[src/rtl/lsbse_pkg.sv]
// ----------------------------------------------------------------------------
// lsbse_pkg
// shared widths, codes and control structs of the bias and scale estimator
// ----------------------------------------------------------------------------
package lsbse_pkg;

  localparam int unsigned MAX_SAMPLES_DEF  = 65536;
  localparam int unsigned SAMPLE_WIDTH_DEF = 32;
  localparam int unsigned SUM_WIDTH_DEF    = 48;

  localparam int unsigned SUM_W  = 48;
  localparam int unsigned CNT_W  = 17;
  localparam int unsigned ACC_W  = 98;
  localparam int unsigned DIVN_W = 97;
  localparam int unsigned DIVD_W = 66;
  localparam int unsigned PROD_W = 96;

  localparam logic [1:0] REQ_ADD_REF = 2'd0;
  localparam logic [1:0] REQ_ADD_RAW = 2'd1;
  localparam logic [1:0] REQ_RECALC  = 2'd2;

  localparam logic [2:0] MS_CS_RN = 3'd0;
  localparam logic [2:0] MS_CN_RS = 3'd1;
  localparam logic [2:0] MS_RN_WS = 3'd2;
  localparam logic [2:0] MS_WN_RS = 3'd3;
  localparam logic [2:0] MS_B_CN  = 3'd4;

  localparam logic DS_BIAS  = 1'b0;
  localparam logic DS_SCALE = 1'b1;

  typedef struct packed {
    logic       latch;
    logic       add_ref;
    logic       add_raw;
    logic       snap;
    logic       mul_start;
    logic [2:0] mul_sel;
    logic       acc_sub;
    logic       acc_load_raw;
    logic       save_d1;
    logic       div_start;
    logic       div_sel;
    logic       commit;
    logic       fail;
    logic       out_load;
  } cmd_t;

  typedef struct packed {
    logic [1:0] req;
    logic       snap_zero;
    logic       mul_done;
    logic       div_done;
    logic       acc_small;
    logic       out_free;
  } status_t;

  function automatic logic [SUM_W-1:0] mag48(input logic [SUM_W-1:0] x);
    return x[SUM_W-1] ? (~x + SUM_W'(1)) : x;
  endfunction

endpackage

[src/rtl/lsbse_ctrl.sv]
// ----------------------------------------------------------------------------
// lsbse_ctrl
// sequencer for sample accumulation and the two point solve
// ----------------------------------------------------------------------------
module lsbse_ctrl (
  input  logic              clk,
  input  logic              rst,
  input  logic              in_valid,
  output logic              in_stall,
  input  lsbse_pkg::status_t st,
  output lsbse_pkg::cmd_t    cmd
);

  localparam logic [3:0] S_IDLE   = 4'd0;
  localparam logic [3:0] S_DEC    = 4'd1;
  localparam logic [3:0] S_W1     = 4'd2;
  localparam logic [3:0] S_W2     = 4'd3;
  localparam logic [3:0] S_CHK1   = 4'd4;
  localparam logic [3:0] S_W3     = 4'd5;
  localparam logic [3:0] S_W4     = 4'd6;
  localparam logic [3:0] S_W5     = 4'd7;
  localparam logic [3:0] S_M5     = 4'd8;
  localparam logic [3:0] S_W6     = 4'd9;
  localparam logic [3:0] S_CHK2   = 4'd10;
  localparam logic [3:0] S_W7     = 4'd11;
  localparam logic [3:0] S_COMMIT = 4'd12;
  localparam logic [3:0] S_FIN    = 4'd13;
  localparam logic [3:0] S_NUM    = 4'd14;

  logic [3:0] state, state_next;

  assign in_stall = (state != S_IDLE);

  always_ff @(posedge clk) begin
    if (rst) begin
      state <= S_IDLE;
    end else begin
      state <= state_next;
    end
  end

  always_comb begin
    cmd = '0;
    state_next = state;
    case (state)
      S_IDLE: begin
        if (in_valid) begin
          cmd.latch = 1'b1;
          state_next = S_DEC;
        end
      end
      S_DEC: begin
        state_next = S_FIN;
        case (st.req)
          lsbse_pkg::REQ_ADD_REF: cmd.add_ref = 1'b1;
          lsbse_pkg::REQ_ADD_RAW: cmd.add_raw = 1'b1;
          lsbse_pkg::REQ_RECALC: begin
            if (st.snap_zero) begin
              cmd.snap = 1'b1;
            end else begin
              cmd.mul_start = 1'b1;
              cmd.mul_sel = lsbse_pkg::MS_CS_RN;
              state_next = S_W1;
            end
          end
          default: ;
        endcase
      end
      S_W1: begin
        if (st.mul_done) begin
          cmd.mul_start = 1'b1;
          cmd.mul_sel = lsbse_pkg::MS_CN_RS;
          cmd.acc_sub = 1'b1;
          state_next = S_W2;
        end
      end
      S_W2: begin
        if (st.mul_done) state_next = S_CHK1;
      end
      S_CHK1: begin
        if (st.acc_small) begin
          cmd.fail = 1'b1;
          state_next = S_FIN;
        end else begin
          cmd.save_d1 = 1'b1;
          cmd.mul_start = 1'b1;
          cmd.mul_sel = lsbse_pkg::MS_RN_WS;
          state_next = S_W3;
        end
      end
      S_W3: begin
        if (st.mul_done) begin
          cmd.mul_start = 1'b1;
          cmd.mul_sel = lsbse_pkg::MS_WN_RS;
          cmd.acc_sub = 1'b1;
          state_next = S_W4;
        end
      end
      S_W4: begin
        if (st.mul_done) state_next = S_NUM;
      end
      S_NUM: begin
        cmd.div_start = 1'b1;
        cmd.div_sel = lsbse_pkg::DS_BIAS;
        state_next = S_W5;
      end
      S_W5: begin
        if (st.div_done) begin
          cmd.acc_load_raw = 1'b1;
          state_next = S_M5;
        end
      end
      S_M5: begin
        cmd.mul_start = 1'b1;
        cmd.mul_sel = lsbse_pkg::MS_B_CN;
        cmd.acc_sub = 1'b1;
        state_next = S_W6;
      end
      S_W6: begin
        if (st.mul_done) state_next = S_CHK2;
      end
      S_CHK2: begin
        if (st.acc_small) begin
          cmd.fail = 1'b1;
          state_next = S_FIN;
        end else begin
          cmd.div_start = 1'b1;
          cmd.div_sel = lsbse_pkg::DS_SCALE;
          state_next = S_W7;
        end
      end
      S_W7: begin
        if (st.div_done) state_next = S_COMMIT;
      end
      S_COMMIT: begin
        cmd.commit = 1'b1;
        state_next = S_FIN;
      end
      S_FIN: begin
        if (st.out_free) begin
          cmd.out_load = 1'b1;
          state_next = S_IDLE;
        end
      end
      default: state_next = S_IDLE;
    endcase
  end

endmodule

[src/rtl/lsbse_dp.sv]
// ----------------------------------------------------------------------------
// lsbse_dp
// sums, snapshots, serial multiplier, restoring divider and output word
// ----------------------------------------------------------------------------
module lsbse_dp #(
  parameter int unsigned MAX_SAMPLES  = lsbse_pkg::MAX_SAMPLES_DEF,
  parameter int unsigned SAMPLE_WIDTH = lsbse_pkg::SAMPLE_WIDTH_DEF,
  parameter int unsigned SUM_WIDTH    = lsbse_pkg::SUM_WIDTH_DEF
) (
  input  logic                clk,
  input  logic                rst,
  input  lsbse_pkg::cmd_t     cmd,
  output lsbse_pkg::status_t  st,
  input  logic [1:0]          req_type,
  input  logic signed [31:0]  sample_value,
  input  logic                epsilon_we,
  input  logic [31:0]         epsilon_wdata,
  output logic signed [31:0]  bias,
  output logic signed [31:0]  scale,
  output logic                calib_valid,
  output logic                sums_full,
  output logic                out_valid,
  input  logic                out_stall
);

  localparam int unsigned SW = lsbse_pkg::SUM_W;
  localparam int unsigned CW = lsbse_pkg::CNT_W;
  localparam int unsigned AW = lsbse_pkg::ACC_W;
  localparam int unsigned NW = lsbse_pkg::DIVN_W;
  localparam int unsigned DW = lsbse_pkg::DIVD_W;
  localparam int unsigned PW = lsbse_pkg::PROD_W;

  logic [31:0] epsilon;
  logic [1:0]  req_q;
  logic [31:0] sample_q;

  logic [SW-1:0] ref_now, raw_now, ref_snap, raw_snap;
  logic [CW-1:0] cnt_now, cnt_snap;
  logic [31:0]   bias_reg, scale_reg, b_tmp, scale_tmp;
  logic          valid_flag, full_flag;

  logic [AW-1:0] acc, d1, acc_mag, d1_mag;

  // serial multiplier
  logic [SW-1:0] ma, mb, op_a, op_b;
  logic [PW-1:0] mp;
  logic [5:0]    mcnt;
  logic          mbusy, mdone, mneg, msub;
  logic [SW:0]   msum;
  logic [AW-1:0] prod_s;

  // restoring divider
  logic [NW-1:0] dn, dq;
  logic [DW-1:0] dd;
  logic [DW:0]   drem, r2;
  logic          dge;
  logic [6:0]    dcnt;
  logic          dbusy, ddone, dneg, dsel;
  logic [31:0]   dsat;

  // accumulation
  logic signed [SW:0] v_ext, sum_in, sum_res, sum_top, sum_bot;
  logic [SW-1:0]      sum_clamped;
  logic               sum_ovf;
  logic [CW-1:0]      cnt_inc;

  assign sum_top = (SW+1)'((SW+1)'(1) <<< (SUM_WIDTH - 1)) - (SW+1)'(1);
  assign sum_bot = -sum_top - (SW+1)'(1);
  assign v_ext   = (SW+1)'(signed'(sample_q[SAMPLE_WIDTH-1:0]));

  always_comb begin
    sum_in = (req_q == lsbse_pkg::REQ_ADD_REF) ? signed'({ref_now[SW-1], ref_now})
                                               : signed'({raw_now[SW-1], raw_now});
    sum_res = sum_in + v_ext;
    sum_ovf = 1'b0;
    sum_clamped = sum_res[SW-1:0];
    if (sum_res > sum_top) begin
      sum_clamped = sum_top[SW-1:0];
      sum_ovf = 1'b1;
    end else if (sum_res < sum_bot) begin
      sum_clamped = sum_bot[SW-1:0];
      sum_ovf = 1'b1;
    end
  end

  assign cnt_inc = (cnt_now < CW'(MAX_SAMPLES)) ? cnt_now + CW'(1) : cnt_now;

  assign acc_mag = acc[AW-1] ? (~acc + AW'(1)) : acc;
  assign d1_mag  = d1[AW-1] ? (~d1 + AW'(1)) : d1;

  always_comb begin
    op_a = '0;
    op_b = '0;
    case (cmd.mul_sel)
      lsbse_pkg::MS_CS_RN: begin op_a = SW'(cnt_snap); op_b = ref_now;  end
      lsbse_pkg::MS_CN_RS: begin op_a = SW'(cnt_now);  op_b = ref_snap; end
      lsbse_pkg::MS_RN_WS: begin op_a = ref_now;       op_b = raw_snap; end
      lsbse_pkg::MS_WN_RS: begin op_a = raw_now;       op_b = ref_snap; end
      lsbse_pkg::MS_B_CN:  begin op_a = SW'(signed'(b_tmp)); op_b = SW'(cnt_now); end
      default: ;
    endcase
  end

  assign msum   = {1'b0, mp[PW-1:SW]} + (mb[0] ? {1'b0, ma} : (SW+1)'(0));
  assign prod_s = mneg ? (~{2'b00, mp} + AW'(1)) : {2'b00, mp};

  assign r2  = {drem[DW-1:0], dn[NW-1]};
  assign dge = (r2 >= {1'b0, dd});

  always_comb begin
    if (|dq[NW-1:31]) begin
      dsat = dneg ? 32'h8000_0000 : 32'h7FFF_FFFF;
    end else begin
      dsat = dneg ? (~dq[31:0] + 32'd1) : dq[31:0];
    end
  end

  always_comb begin
    st.req       = req_q;
    st.snap_zero = (cnt_snap == '0);
    st.mul_done  = mdone;
    st.div_done  = ddone;
    st.acc_small = (acc_mag <= AW'(epsilon));
    st.out_free  = !out_valid || !out_stall;
  end

  always_ff @(posedge clk) begin
    if (rst) begin
      epsilon <= 32'd1;
      ref_now <= '0;
      raw_now <= '0;
      ref_snap <= '0;
      raw_snap <= '0;
      cnt_now <= '0;
      cnt_snap <= '0;
      bias_reg <= '0;
      scale_reg <= '0;
      valid_flag <= 1'b0;
      full_flag <= 1'b0;
      mbusy <= 1'b0;
      mdone <= 1'b0;
      dbusy <= 1'b0;
      ddone <= 1'b0;
      out_valid <= 1'b0;
    end else begin
      if (epsilon_we) epsilon <= epsilon_wdata;
      if (cmd.add_ref) begin
        ref_now <= sum_clamped;
        if (sum_ovf) full_flag <= 1'b1;
      end
      if (cmd.add_raw) begin
        raw_now <= sum_clamped;
        cnt_now <= cnt_inc;
        if (sum_ovf || cnt_inc >= CW'(MAX_SAMPLES)) full_flag <= 1'b1;
      end
      if (cmd.snap || cmd.commit) begin
        ref_snap <= ref_now;
        raw_snap <= raw_now;
        cnt_snap <= cnt_now;
      end
      if (cmd.commit) begin
        bias_reg <= b_tmp;
        scale_reg <= scale_tmp;
        valid_flag <= 1'b1;
      end
      if (cmd.fail) begin
        bias_reg <= '0;
        scale_reg <= '0;
        valid_flag <= 1'b0;
      end

      mdone <= 1'b0;
      if (cmd.mul_start) begin
        mbusy <= 1'b1;
      end else if (mbusy && mcnt == 6'(SW - 1)) begin
        mbusy <= 1'b0;
        mdone <= 1'b1;
      end

      ddone <= 1'b0;
      if (cmd.div_start) begin
        dbusy <= 1'b1;
      end else if (dbusy && dcnt == 7'(NW - 1)) begin
        dbusy <= 1'b0;
        ddone <= 1'b1;
      end

      if (cmd.out_load) begin
        out_valid <= 1'b1;
      end else if (!out_stall) begin
        out_valid <= 1'b0;
      end
    end
  end

  always_ff @(posedge clk) begin
    if (cmd.latch) begin
      req_q <= req_type;
      sample_q <= sample_value;
    end

    if (cmd.mul_start) begin
      ma <= lsbse_pkg::mag48(op_a);
      mb <= lsbse_pkg::mag48(op_b);
      mneg <= op_a[SW-1] ^ op_b[SW-1];
      msub <= cmd.acc_sub;
      mp <= '0;
      mcnt <= '0;
    end else if (mbusy) begin
      mp <= {msum, mp[SW-1:1]};
      mb <= mb >> 1;
      mcnt <= mcnt + 6'd1;
    end

    if (mdone) begin
      acc <= msub ? acc - prod_s : prod_s;
    end else if (cmd.acc_load_raw) begin
      acc <= AW'(signed'(raw_now));
    end
    if (cmd.save_d1) d1 <= acc;

    if (cmd.div_start) begin
      dsel <= cmd.div_sel;
      drem <= '0;
      dq <= '0;
      dcnt <= '0;
      if (cmd.div_sel == lsbse_pkg::DS_BIAS) begin
        dn <= acc_mag[NW-1:0];
        dd <= d1_mag[DW-1:0];
        dneg <= acc[AW-1] ^ d1[AW-1];
      end else begin
        dn <= {33'd0, lsbse_pkg::mag48(ref_now), 16'd0};
        dd <= acc_mag[DW-1:0];
        dneg <= ref_now[SW-1] ^ acc[AW-1];
      end
    end else if (dbusy) begin
      drem <= dge ? r2 - {1'b0, dd} : r2;
      dq <= {dq[NW-2:0], dge};
      dn <= {dn[NW-2:0], 1'b0};
      dcnt <= dcnt + 7'd1;
    end

    if (ddone) begin
      if (dsel == lsbse_pkg::DS_BIAS) b_tmp <= dsat;
      else scale_tmp <= dsat;
    end

    if (cmd.out_load) begin
      bias <= bias_reg;
      scale <= scale_reg;
      calib_valid <= valid_flag;
      sums_full <= full_flag;
    end
  end

endmodule

[src/rtl/linear_sensor_bias_scale_estimator.sv]
// ----------------------------------------------------------------------------
// linear_sensor_bias_scale_estimator
// two point bias and scale estimator over accumulated Q16.16 samples
// ----------------------------------------------------------------------------
// Each input word either adds a reference sample, adds a raw sample, or asks
// for a recalculation, and every word returns one output word with the current
// bias, scale and flags. A full solve runs five products on a bit-serial
// 48x48 multiplier and two quotients on a restoring divider. One word is in
// work at a time; a finished output word waits in its own register, so a new
// word is taken while it is pending.
module linear_sensor_bias_scale_estimator #(
  parameter int unsigned MAX_SAMPLES  = lsbse_pkg::MAX_SAMPLES_DEF,
  parameter int unsigned SAMPLE_WIDTH = lsbse_pkg::SAMPLE_WIDTH_DEF,
  parameter int unsigned SUM_WIDTH    = lsbse_pkg::SUM_WIDTH_DEF
) (
  input  logic               clk,
  input  logic               rst,
  input  logic               in_valid,
  output logic               in_stall,
  input  logic [1:0]         req_type,
  input  logic signed [31:0] sample_value,
  output logic               out_valid,
  input  logic               out_stall,
  output logic signed [31:0] bias,
  output logic signed [31:0] scale,
  output logic               calib_valid,
  output logic               sums_full,
  input  logic               epsilon_we,
  input  logic [31:0]        epsilon_wdata
);

  lsbse_pkg::cmd_t    cmd;
  lsbse_pkg::status_t st;

  lsbse_ctrl u_ctrl (
    .clk      (clk),
    .rst      (rst),
    .in_valid (in_valid),
    .in_stall (in_stall),
    .st       (st),
    .cmd      (cmd)
  );

  lsbse_dp #(
    .MAX_SAMPLES  (MAX_SAMPLES),
    .SAMPLE_WIDTH (SAMPLE_WIDTH),
    .SUM_WIDTH    (SUM_WIDTH)
  ) u_dp (
    .clk           (clk),
    .rst           (rst),
    .cmd           (cmd),
    .st            (st),
    .req_type      (req_type),
    .sample_value  (sample_value),
    .epsilon_we    (epsilon_we),
    .epsilon_wdata (epsilon_wdata),
    .bias          (bias),
    .scale         (scale),
    .calib_valid   (calib_valid),
    .sums_full     (sums_full),
    .out_valid     (out_valid),
    .out_stall     (out_stall)
  );

endmodule
[config.mk]
export PLATFORM = sky130hd
export DESIGN_NAME = linear_sensor_bias_scale_estimator
export DESIGN_NICKNAME = d
export VERILOG_FILES = /design/src/rtl/lsbse_pkg.sv /design/src/rtl/lsbse_ctrl.sv /design/src/rtl/lsbse_dp.sv /design/src/rtl/linear_sensor_bias_scale_estimator.sv
export SDC_FILE = /design/constraint.sdc
export NUM_CORES = 2
export LEC_CHECK = 0
export ABC_CLOCK_PERIOD_IN_PS = 18400
export BUFFER_PORTS_ARGS = -buffer_cell sky130_fd_sc_hd__buf_2
export CORE_MARGIN = 1
export CORE_UTILIZATION = 60
export DETAILED_ROUTE_END_ITERATION = 10
export GPL_TIMING_DRIVEN = 1
export PLACE_DENSITY = 0.77
export SLEW_MARGIN = 5
export SYNTH_ARGS = -nofsm -noshare
export SYNTH_HDL_FRONTEND = slang
export SYNTH_SLANG_ARGS = --single-unit
export TNS_END_PERCENT = 1
[constraint.sdc]
create_clock -name clk -period 18.4 [get_ports clk]
set_input_delay 1.84 -clock clk [delete_from_list [all_inputs] [get_ports clk]]
set_output_delay 1.84 -clock clk [all_outputs]
set_load 0.05 [all_outputs]
After elaboration in Yosys (flattened, before gate mapping)
Cells that the tools add are included.
{"block": "totals", "elab_cells": 209, "register_bits": 1228, "out_inout_bits": 68, "input_bits": 71}
{"block": "classes", "n_lt_le_gt_ge": 6, "n_eq_ne": 32, "mux": 79, "reduce_logical": 26, "add_sub_neg": 14, "bitwise_logic": 11}
{"op": "two-way mux 98 bit", "n": 5}
{"op": "two-way mux 48 bit", "n": 7}
{"op": "two-way mux 97 bit", "n": 3}
{"op": "case mux 48 bit (5 select lines)", "n": 1}
{"op": "two-way mux 66 bit", "n": 3}
{"op": "adder 98 x 1 -> 98 bit (second input constant)", "n": 2}
{"op": "case mux 48 bit (4 select lines)", "n": 1}
{"op": "adder 48 x 1 -> 48 bit (second input constant)", "n": 3}
{"op": "NOT 48 bit", "n": 3}
{"op": "less-or-equal comparator 98 x 32 -> 1 bit", "n": 1}
{"op": "NOT 96 -> 98 bit", "n": 1}
{"op": "NOT 98 bit", "n": 1}
{"op": "subtractor 98 bit", "n": 1}
{"op": "two-way mux 32 bit", "n": 3}
{"op": ">= comparator 67 x 66 -> 1 bit", "n": 1}
{"op": "adder 66 x 1 -> 66 bit (second input constant)", "n": 1}
{"op": "NOT 66 bit", "n": 1}
{"op": "OR reduction 66 bit", "n": 1}
{"op": "subtractor 66 bit", "n": 1}
{"op": "case mux 4 bit (15 select lines)", "n": 1}
{"op": "two-way mux 4 bit", "n": 14}
{"op": "adder 48 x 49 -> 49 bit", "n": 1}
{"op": "adder 49 x 32 -> 49 bit", "n": 1}
{"op": "greater-than comparator 49 x 48 -> 1 bit (second input constant)", "n": 1}
{"op": "other kinds (45)", "n": 110}

Depth between registers and ports, before layout
{"block": "depth", "ltp_word": 13, "depth_mapped": 30}

Modules after synthesis
A second synthesis with hierarchy kept.
{"block": "hier_totals", "cells_unflattened": 8435, "hier_area_um2": 74229.9}
{"module": "lsbse_dp", "n_inst": 1, "seq_area_each_um2": 29808.6, "area_per_inst_um2": 73611.8, "cells_each": 8349}
{"module": "lsbse_ctrl", "n_inst": 1, "seq_area_each_um2": 80.1, "area_per_inst_um2": 618.1, "cells_each": 86}

Least setup slack after synthesis
No wires, ideal clock.
{"block": "synth_path", "kind": "flip-flop to flip-flop", "from": "register u_dp.acc[97]", "to": "register u_dp.ma[42], data pin", "arrival_ps": 7897, "stages_incl_launch_ff": 28, "setup_ps": 274, "path_buffers": 12, "required_time_ps": 18126, "path_slack_ps": 10230, "cell_sequence": "edfxtp_1 clkbuf_1 clkbuf_1 buf_2 buf_1 clkbuf_1 clkbuf_1 o21ai_0 xor2_1 inv_1 ha_1 nand4_1 nor4_1 o41ai_1 and4b_1 o2111ai_1 nor4_1 nand3_1 o21ai_2 inv_2 buf_2 buf_2 buf_2 buf_1 clkbuf_1 buf_1 a221oi_1 xor2_1"}
{"block": "synth_between", "elab_chain_cells": 11, "word_cells_on_any_way": 15, "cone_classes": "add/sub: 2; order compare: 1; eq/ne: 4; mux: 5; bitwise: 2; reduce/logical: 1"}
{"element": "start: declaration", "line": "lsbse_dp.sv:42", "text": "logic [AW-1:0] acc, d1, acc_mag, d1_mag;"}
{"element": "start signal: assignment", "line": "lsbse_dp.sv:216", "text": "acc <= msub ? acc - prod_s : prod_s;"}
{"element": "start signal: assignment", "line": "lsbse_dp.sv:218", "text": "acc <= AW'(signed'(raw_now));"}
{"element": "NOT 98 bit", "line": "lsbse_dp.sv:88", "text": "assign acc_mag = acc[AW-1] ? (~acc + AW'(1)) : acc;"}
{"element": "adder 98 x 1 -> 98 bit", "line": "lsbse_dp.sv:88"}
{"element": "two-way mux 98 bit (*)", "line": "lsbse_dp.sv:88"}
{"element": "less-or-equal comparator 98 x 32 -> 1 bit (*)", "line": "lsbse_dp.sv:123", "text": "st.acc_small = (acc_mag <= AW'(epsilon));"}
{"element": "two-way mux 4 bit (*)", "line": "lsbse_ctrl.sv:81", "text": "if (st.acc_small) begin"}
{"element": "case mux 4 bit (5 select lines) (*)", "line": "lsbse_ctrl.sv:45", "text": "case (state)"}
{"element": "== test 3 bit (tied with other cells)", "line": "lsbse_dp.sv:94", "text": "case (cmd.mul_sel)"}
{"element": "case mux 48 bit (5 select lines) (*)", "line": "lsbse_dp.sv:94"}
{"element": "NOT 48 bit", "line": "lsbse_pkg.sv:58", "text": "return x[SUM_W-1] ? (~x + SUM_W'(1)) : x;"}
{"element": "adder 48 x 1 -> 48 bit", "line": "lsbse_pkg.sv:58"}
{"element": "two-way mux 47 bit (*)", "line": "lsbse_pkg.sv:58"}
{"element": "end signal: assignment", "line": "lsbse_dp.sv:203", "text": "ma <= lsbse_pkg::mag48(op_a);"}
{"element": "end: declaration", "line": "lsbse_dp.sv:45", "text": "logic [SW-1:0] ma, mb, op_a, op_b;"}
Every way passes the cells marked *; elsewhere a longest branch is shown, timed or not.
A chain may end at the register's enable or synchronous reset.

Final worst setup path
{"block": "layout_path", "from": "register u_dp.acc[15]", "to": "register u_dp.mb[43], data pin"}
{"block": "layout_between", "elab_chain_cells": 13, "word_cells_on_any_way": 17, "cone_classes": "add/sub: 2; order compare: 1; eq/ne: 4; mux: 6; bitwise: 2; reduce/logical: 2"}
{"element": "NOT 98 bit", "line": "lsbse_dp.sv:88"}
{"element": "adder 98 x 1 -> 98 bit", "line": "lsbse_dp.sv:88"}
{"element": "two-way mux 98 bit (*)", "line": "lsbse_dp.sv:88"}
{"element": "less-or-equal comparator 98 x 32 -> 1 bit (*)", "line": "lsbse_dp.sv:123"}
{"element": "two-way mux 4 bit (*)", "line": "lsbse_ctrl.sv:81"}
{"element": "case mux 4 bit (5 select lines) (*)", "line": "lsbse_ctrl.sv:45"}
{"element": "== test 3 x 1 -> 1 bit or == test 3 x 2 -> 1 bit (tied branches)", "line": "lsbse_dp.sv:94"}
{"element": "OR reduction 2 bit (no line)"}
{"element": "case mux 48 bit (4 select lines)", "line": "lsbse_dp.sv:94"}
{"element": "NOT 48 bit", "line": "lsbse_pkg.sv:58"}
{"element": "adder 48 x 1 -> 48 bit", "line": "lsbse_pkg.sv:58"}
{"element": "two-way mux 48 bit", "line": "lsbse_pkg.sv:58"}
{"element": "two-way mux 48 bit (*)", "line": "lsbse_dp.sv:202", "text": "if (cmd.mul_start) begin"}
{"element": "end signal: assignment", "line": "lsbse_dp.sv:204", "text": "mb <= lsbse_pkg::mag48(op_b);"}
{"element": "end signal: assignment", "line": "lsbse_dp.sv:211", "text": "mb <= mb >> 1;"}
{"element": "end: declaration", "line": "lsbse_dp.sv:45"}
Marked as above.

==> flow_metrics.py <==
metrics = {
    "synthesis": {
        "yosys_warnings": 0,
        "synth-xor-area-share_pct": 7.22,
        "yosysSeqAreaShare_pct": 40.7,
        "yosys.area_share.simple_pct": 18.2,
        "synthAdderAreaFrac_pct": 5.29,
        "synth-main-ff-cell": "dfxtp_1",
        "synth_top_family_by_area": "compound AO/OA/AOI/OAI gates",
        "synth_compound_area_share_pct": 19.4,
        "synthArstFlopShare_pct": 0,
        "synth.area.mux_share_pct": 4.97,
        "synth_commonest_cells": "nand2_1, nor2_1, a21oi_1",
        "synth.most_common_cell": "nand2_1",
        "ys_seq_elements": 1197,
        "synth_cell_types": 104,
        "synth_area_um2": 73400,
        "synthTopCellsByArea": "edfxtp_1, dfxtp_1, ha_1",
        "avgSynthCellArea_um2": 8.78,
        "synth_edf_count": 592,
        "synth_top_area_share_pct": 24.2,
        "synthCells": 8353,
        "syn-num-nets": 8730,
        "yosysTopAreaCell": "edfxtp_1",
    },
    "routing": {
        "routedWlPerCell_um": 24.1,
        "ant_nets": 0,
        "drtIter0Drc": 8342,
        "vias_per_cell": 6.60,
        "dr.pass1.iters": 9,
        "drt_wl_total_mm": 239,
        "vias": 65487,
        "drc_errors": 0,
    },
    "critical_path": {
        "cp_max_fo": 64,
        "worst_ep_required_time_ns": 18.98,
        "worstSetupPathType": "flip-flop to flip-flop",
        "cpPeakStageDelay_ns": 1.11,
        "cp-end-kind": "flip-flop",
        "crit_top_cell": "nor4_1",
        "start_kind": "flip-flop",
        "arrival_ns": 10.04,
        "crit_chain": "nor4_1 > nand2_1 > o31ai_1 > xor2_1 > inv_1 > ha_1 > nand4_1 > nor4_1 > a31oi_1 > o21ai_0 > o2111ai_1 > nor4_1 > nand3_1 > o21ai_4 > buf_4 > mux2i_1 > nand4b_1 > nor4_2 > nor4b_4 > nor2_1 > a211o_1",
        "critical-path-slowest-cell": "nor4_1",
    },
    "layout": {
        "reg_top3": "u_dp.acc (98), u_dp.dn (97), u_dp.dq (97)",
        "nets": 8569,
        "seqCellArea_um2": 29900,
        "top_register": "u_dp.acc",
        "multi_input_area_um2": 40700,
        "drive_above_1_share_pct": 7.24,
        "largest_reg_flops": 98,
        "area_growth_pct": 8.35,
        "final_core_util_pct": 65.9,
        "fill_cells": 9734,
        "fin_area_um2": 79500,
    },
    "floorplan": {
        "io_pins": 139,
        "row_count": 127,
        "dieArea_um2": 124000,
        "dieHeight_um": 352,
        "core_um2": 121000,
        "die_w_um": 352,
        "start_util_pct": 60.8,
    },
    "power_and_ir_drop": {
        "irDropWorstVdd_mv": 0.150,
        "p_leak_nw": 30.8,
        "total_power_mw": 11.0,
        "p_per_area_nw_per_um2": 138,
    },
    "placed_design": {
        "dp.final_hpwl_mm": 176,
        "gp_congestion": 1.07,
        "portBuffers": 138,
        "dpl_cell_area_um2": 74900,
    },
    "sta": {
        "fin_crit_ns": 9.46,
        "setup_viol": 0,
        "tightest_slew_ns": 1.47,
        "final_hold_viol_count": 0,
        "slew_headroom_pct": 0.725,
        "slew_viol_final": 0,
        "fin_tns_setup_ns": 0,
        "rsz0062_at_grt": "false",
        "finalClockSkew_ns": 0.0760,
        "min_period_over_period_pct": 51.4,
        "fmax_ghz": 0.106,
    },
    "cts": {
        "cts_setup_buffers": 0,
        "clk_pin_slew_ns": 0.06,
        "clock-sinks": 1197,
        "cts_tree": "done",
        "cts_buffers": 135,
        "clock_latency_ns": 0.83,
        "cts_root_buffer": "clkbuf_16",
        "ctsResizeCount": 0,
        "cts_buffer_depth": 3,
        "cts_hold_buf": 0,
        "htree_num_levels": 4,
    },
    "run_status": {
        "status": "complete, but fails checks",
        "violations": "capacitance limit",
    },
    "global_routing": {
        "grt_pass1_vias": 60298,
        "grtUsageTotal_pct": 37.8,
        "grt_max_degree": 220,
        "grt_pass1_wl_mm": 359,
        "antenna_found_initial": 16,
        "grt_overflow": 0,
    },
    "worst_hold_path": {
        "worstHoldPathType": "flip-flop to flip-flop",
    },
    "job": {
        "cap_violations": 1,
    },
}
where the power goes:
| part | leakage (nW) | switching, mW | total (mW) | internal, mW |
|---|---|---|---|---|
| clock network | 2.19 | 1.21 | 2.74 | 1.53 |
| registers | 10.4 | 0.387 | 3.69 | 3.30 |
| logic | 18.3 | 2.90 | 4.58 | 1.68 |
stage by stage:
step	std cells	hold WS, ns	setup slack, ns
after floorplan	8353	0.408	10.23
after global placement	9667	0.412	9.36
after detailed placement	9667	0.415	9.25
after CTS	9916	0.429	9.22
after global routing	9921	0.439	8.67
final	9922	0.431	8.94
logic make-up after synthesis:
family	Yosys count
and+or+nand+nor	2831
buffers and inverters	785
adders and majority gates	308
AOI/OAI and AO/OA	2270
muxes	357
DFF	1197
xor gates and xnor gates	605
routing by layer:
layer	share of wire (%)	global-route usage, %
met1	40	50.9
met2	44	57.5
met3	10	7.73
met4	5.5	19.6
met5	0.046	0
layout by cell type (no fill, tap or decap), types with 61 or more instances in the layout:
master and instances:
nand2_1 978, nor2_1 718, a21oi_1 678, o21ai_0 626, dfxtp_1 601, edfxtp_1 592
xor2_1 317, ha_1 302, mux2i_1 297, xnor2_1 288, inv_1 256, nand3_1 221
a21o_1 162, clkbuf_16 137, buf_2 137, nor3_1 134, or3_1 122, o31ai_1 115
nand4_1 105, buf_4 87, a211oi_1 85, nor4_1 83, and2_1 81, or4_1 61
path summary, 6_finish.rpt:
kind,depth (start not counted),startpoint,slack (ns),to
max,21,u_dp.acc[15]$_DFFE_PP_,8.94,u_dp.mb[43]$_DFFE_PP_
min,0,u_dp.scale_reg[12]$_SDFFE_PP0N_,0.43,u_dp.scale[12]$_DFFE_PP_
max reg2reg,21,u_dp.acc[15]$_DFFE_PP_,8.94,u_dp.mb[43]$_DFFE_PP_
min reg2reg,0,u_dp.scale_reg[12]$_SDFFE_PP0N_,0.43,u_dp.scale[12]$_DFFE_PP_
worst max-delay path, delay by kind of cell (launching register included):
kind | cells | cell delay, ns
compound gates | 6 | 1.65
xor+xnor | 1 | 0.30
fa+ha+maj | 1 | 0.28
buf+inv | 2 | 0.83
flops | 1 | 0.54
mux | 1 | 0.52
simple gates | 10 | 5.05
cell type report:
type,instances,share of cell area [%]
Multi-Input combinational cell,6371,51.2
Sequential cell,1197,37.6
Clock buffer,189,4.72
Tap cell,1612,2.54
Timing Repair Buffer,226,1.72
Inverter,261,1.25
Clock inverter,60,0.982
Antenna cell,6,0.0189
Note: power is estimated with default switching activity, not from simulation.
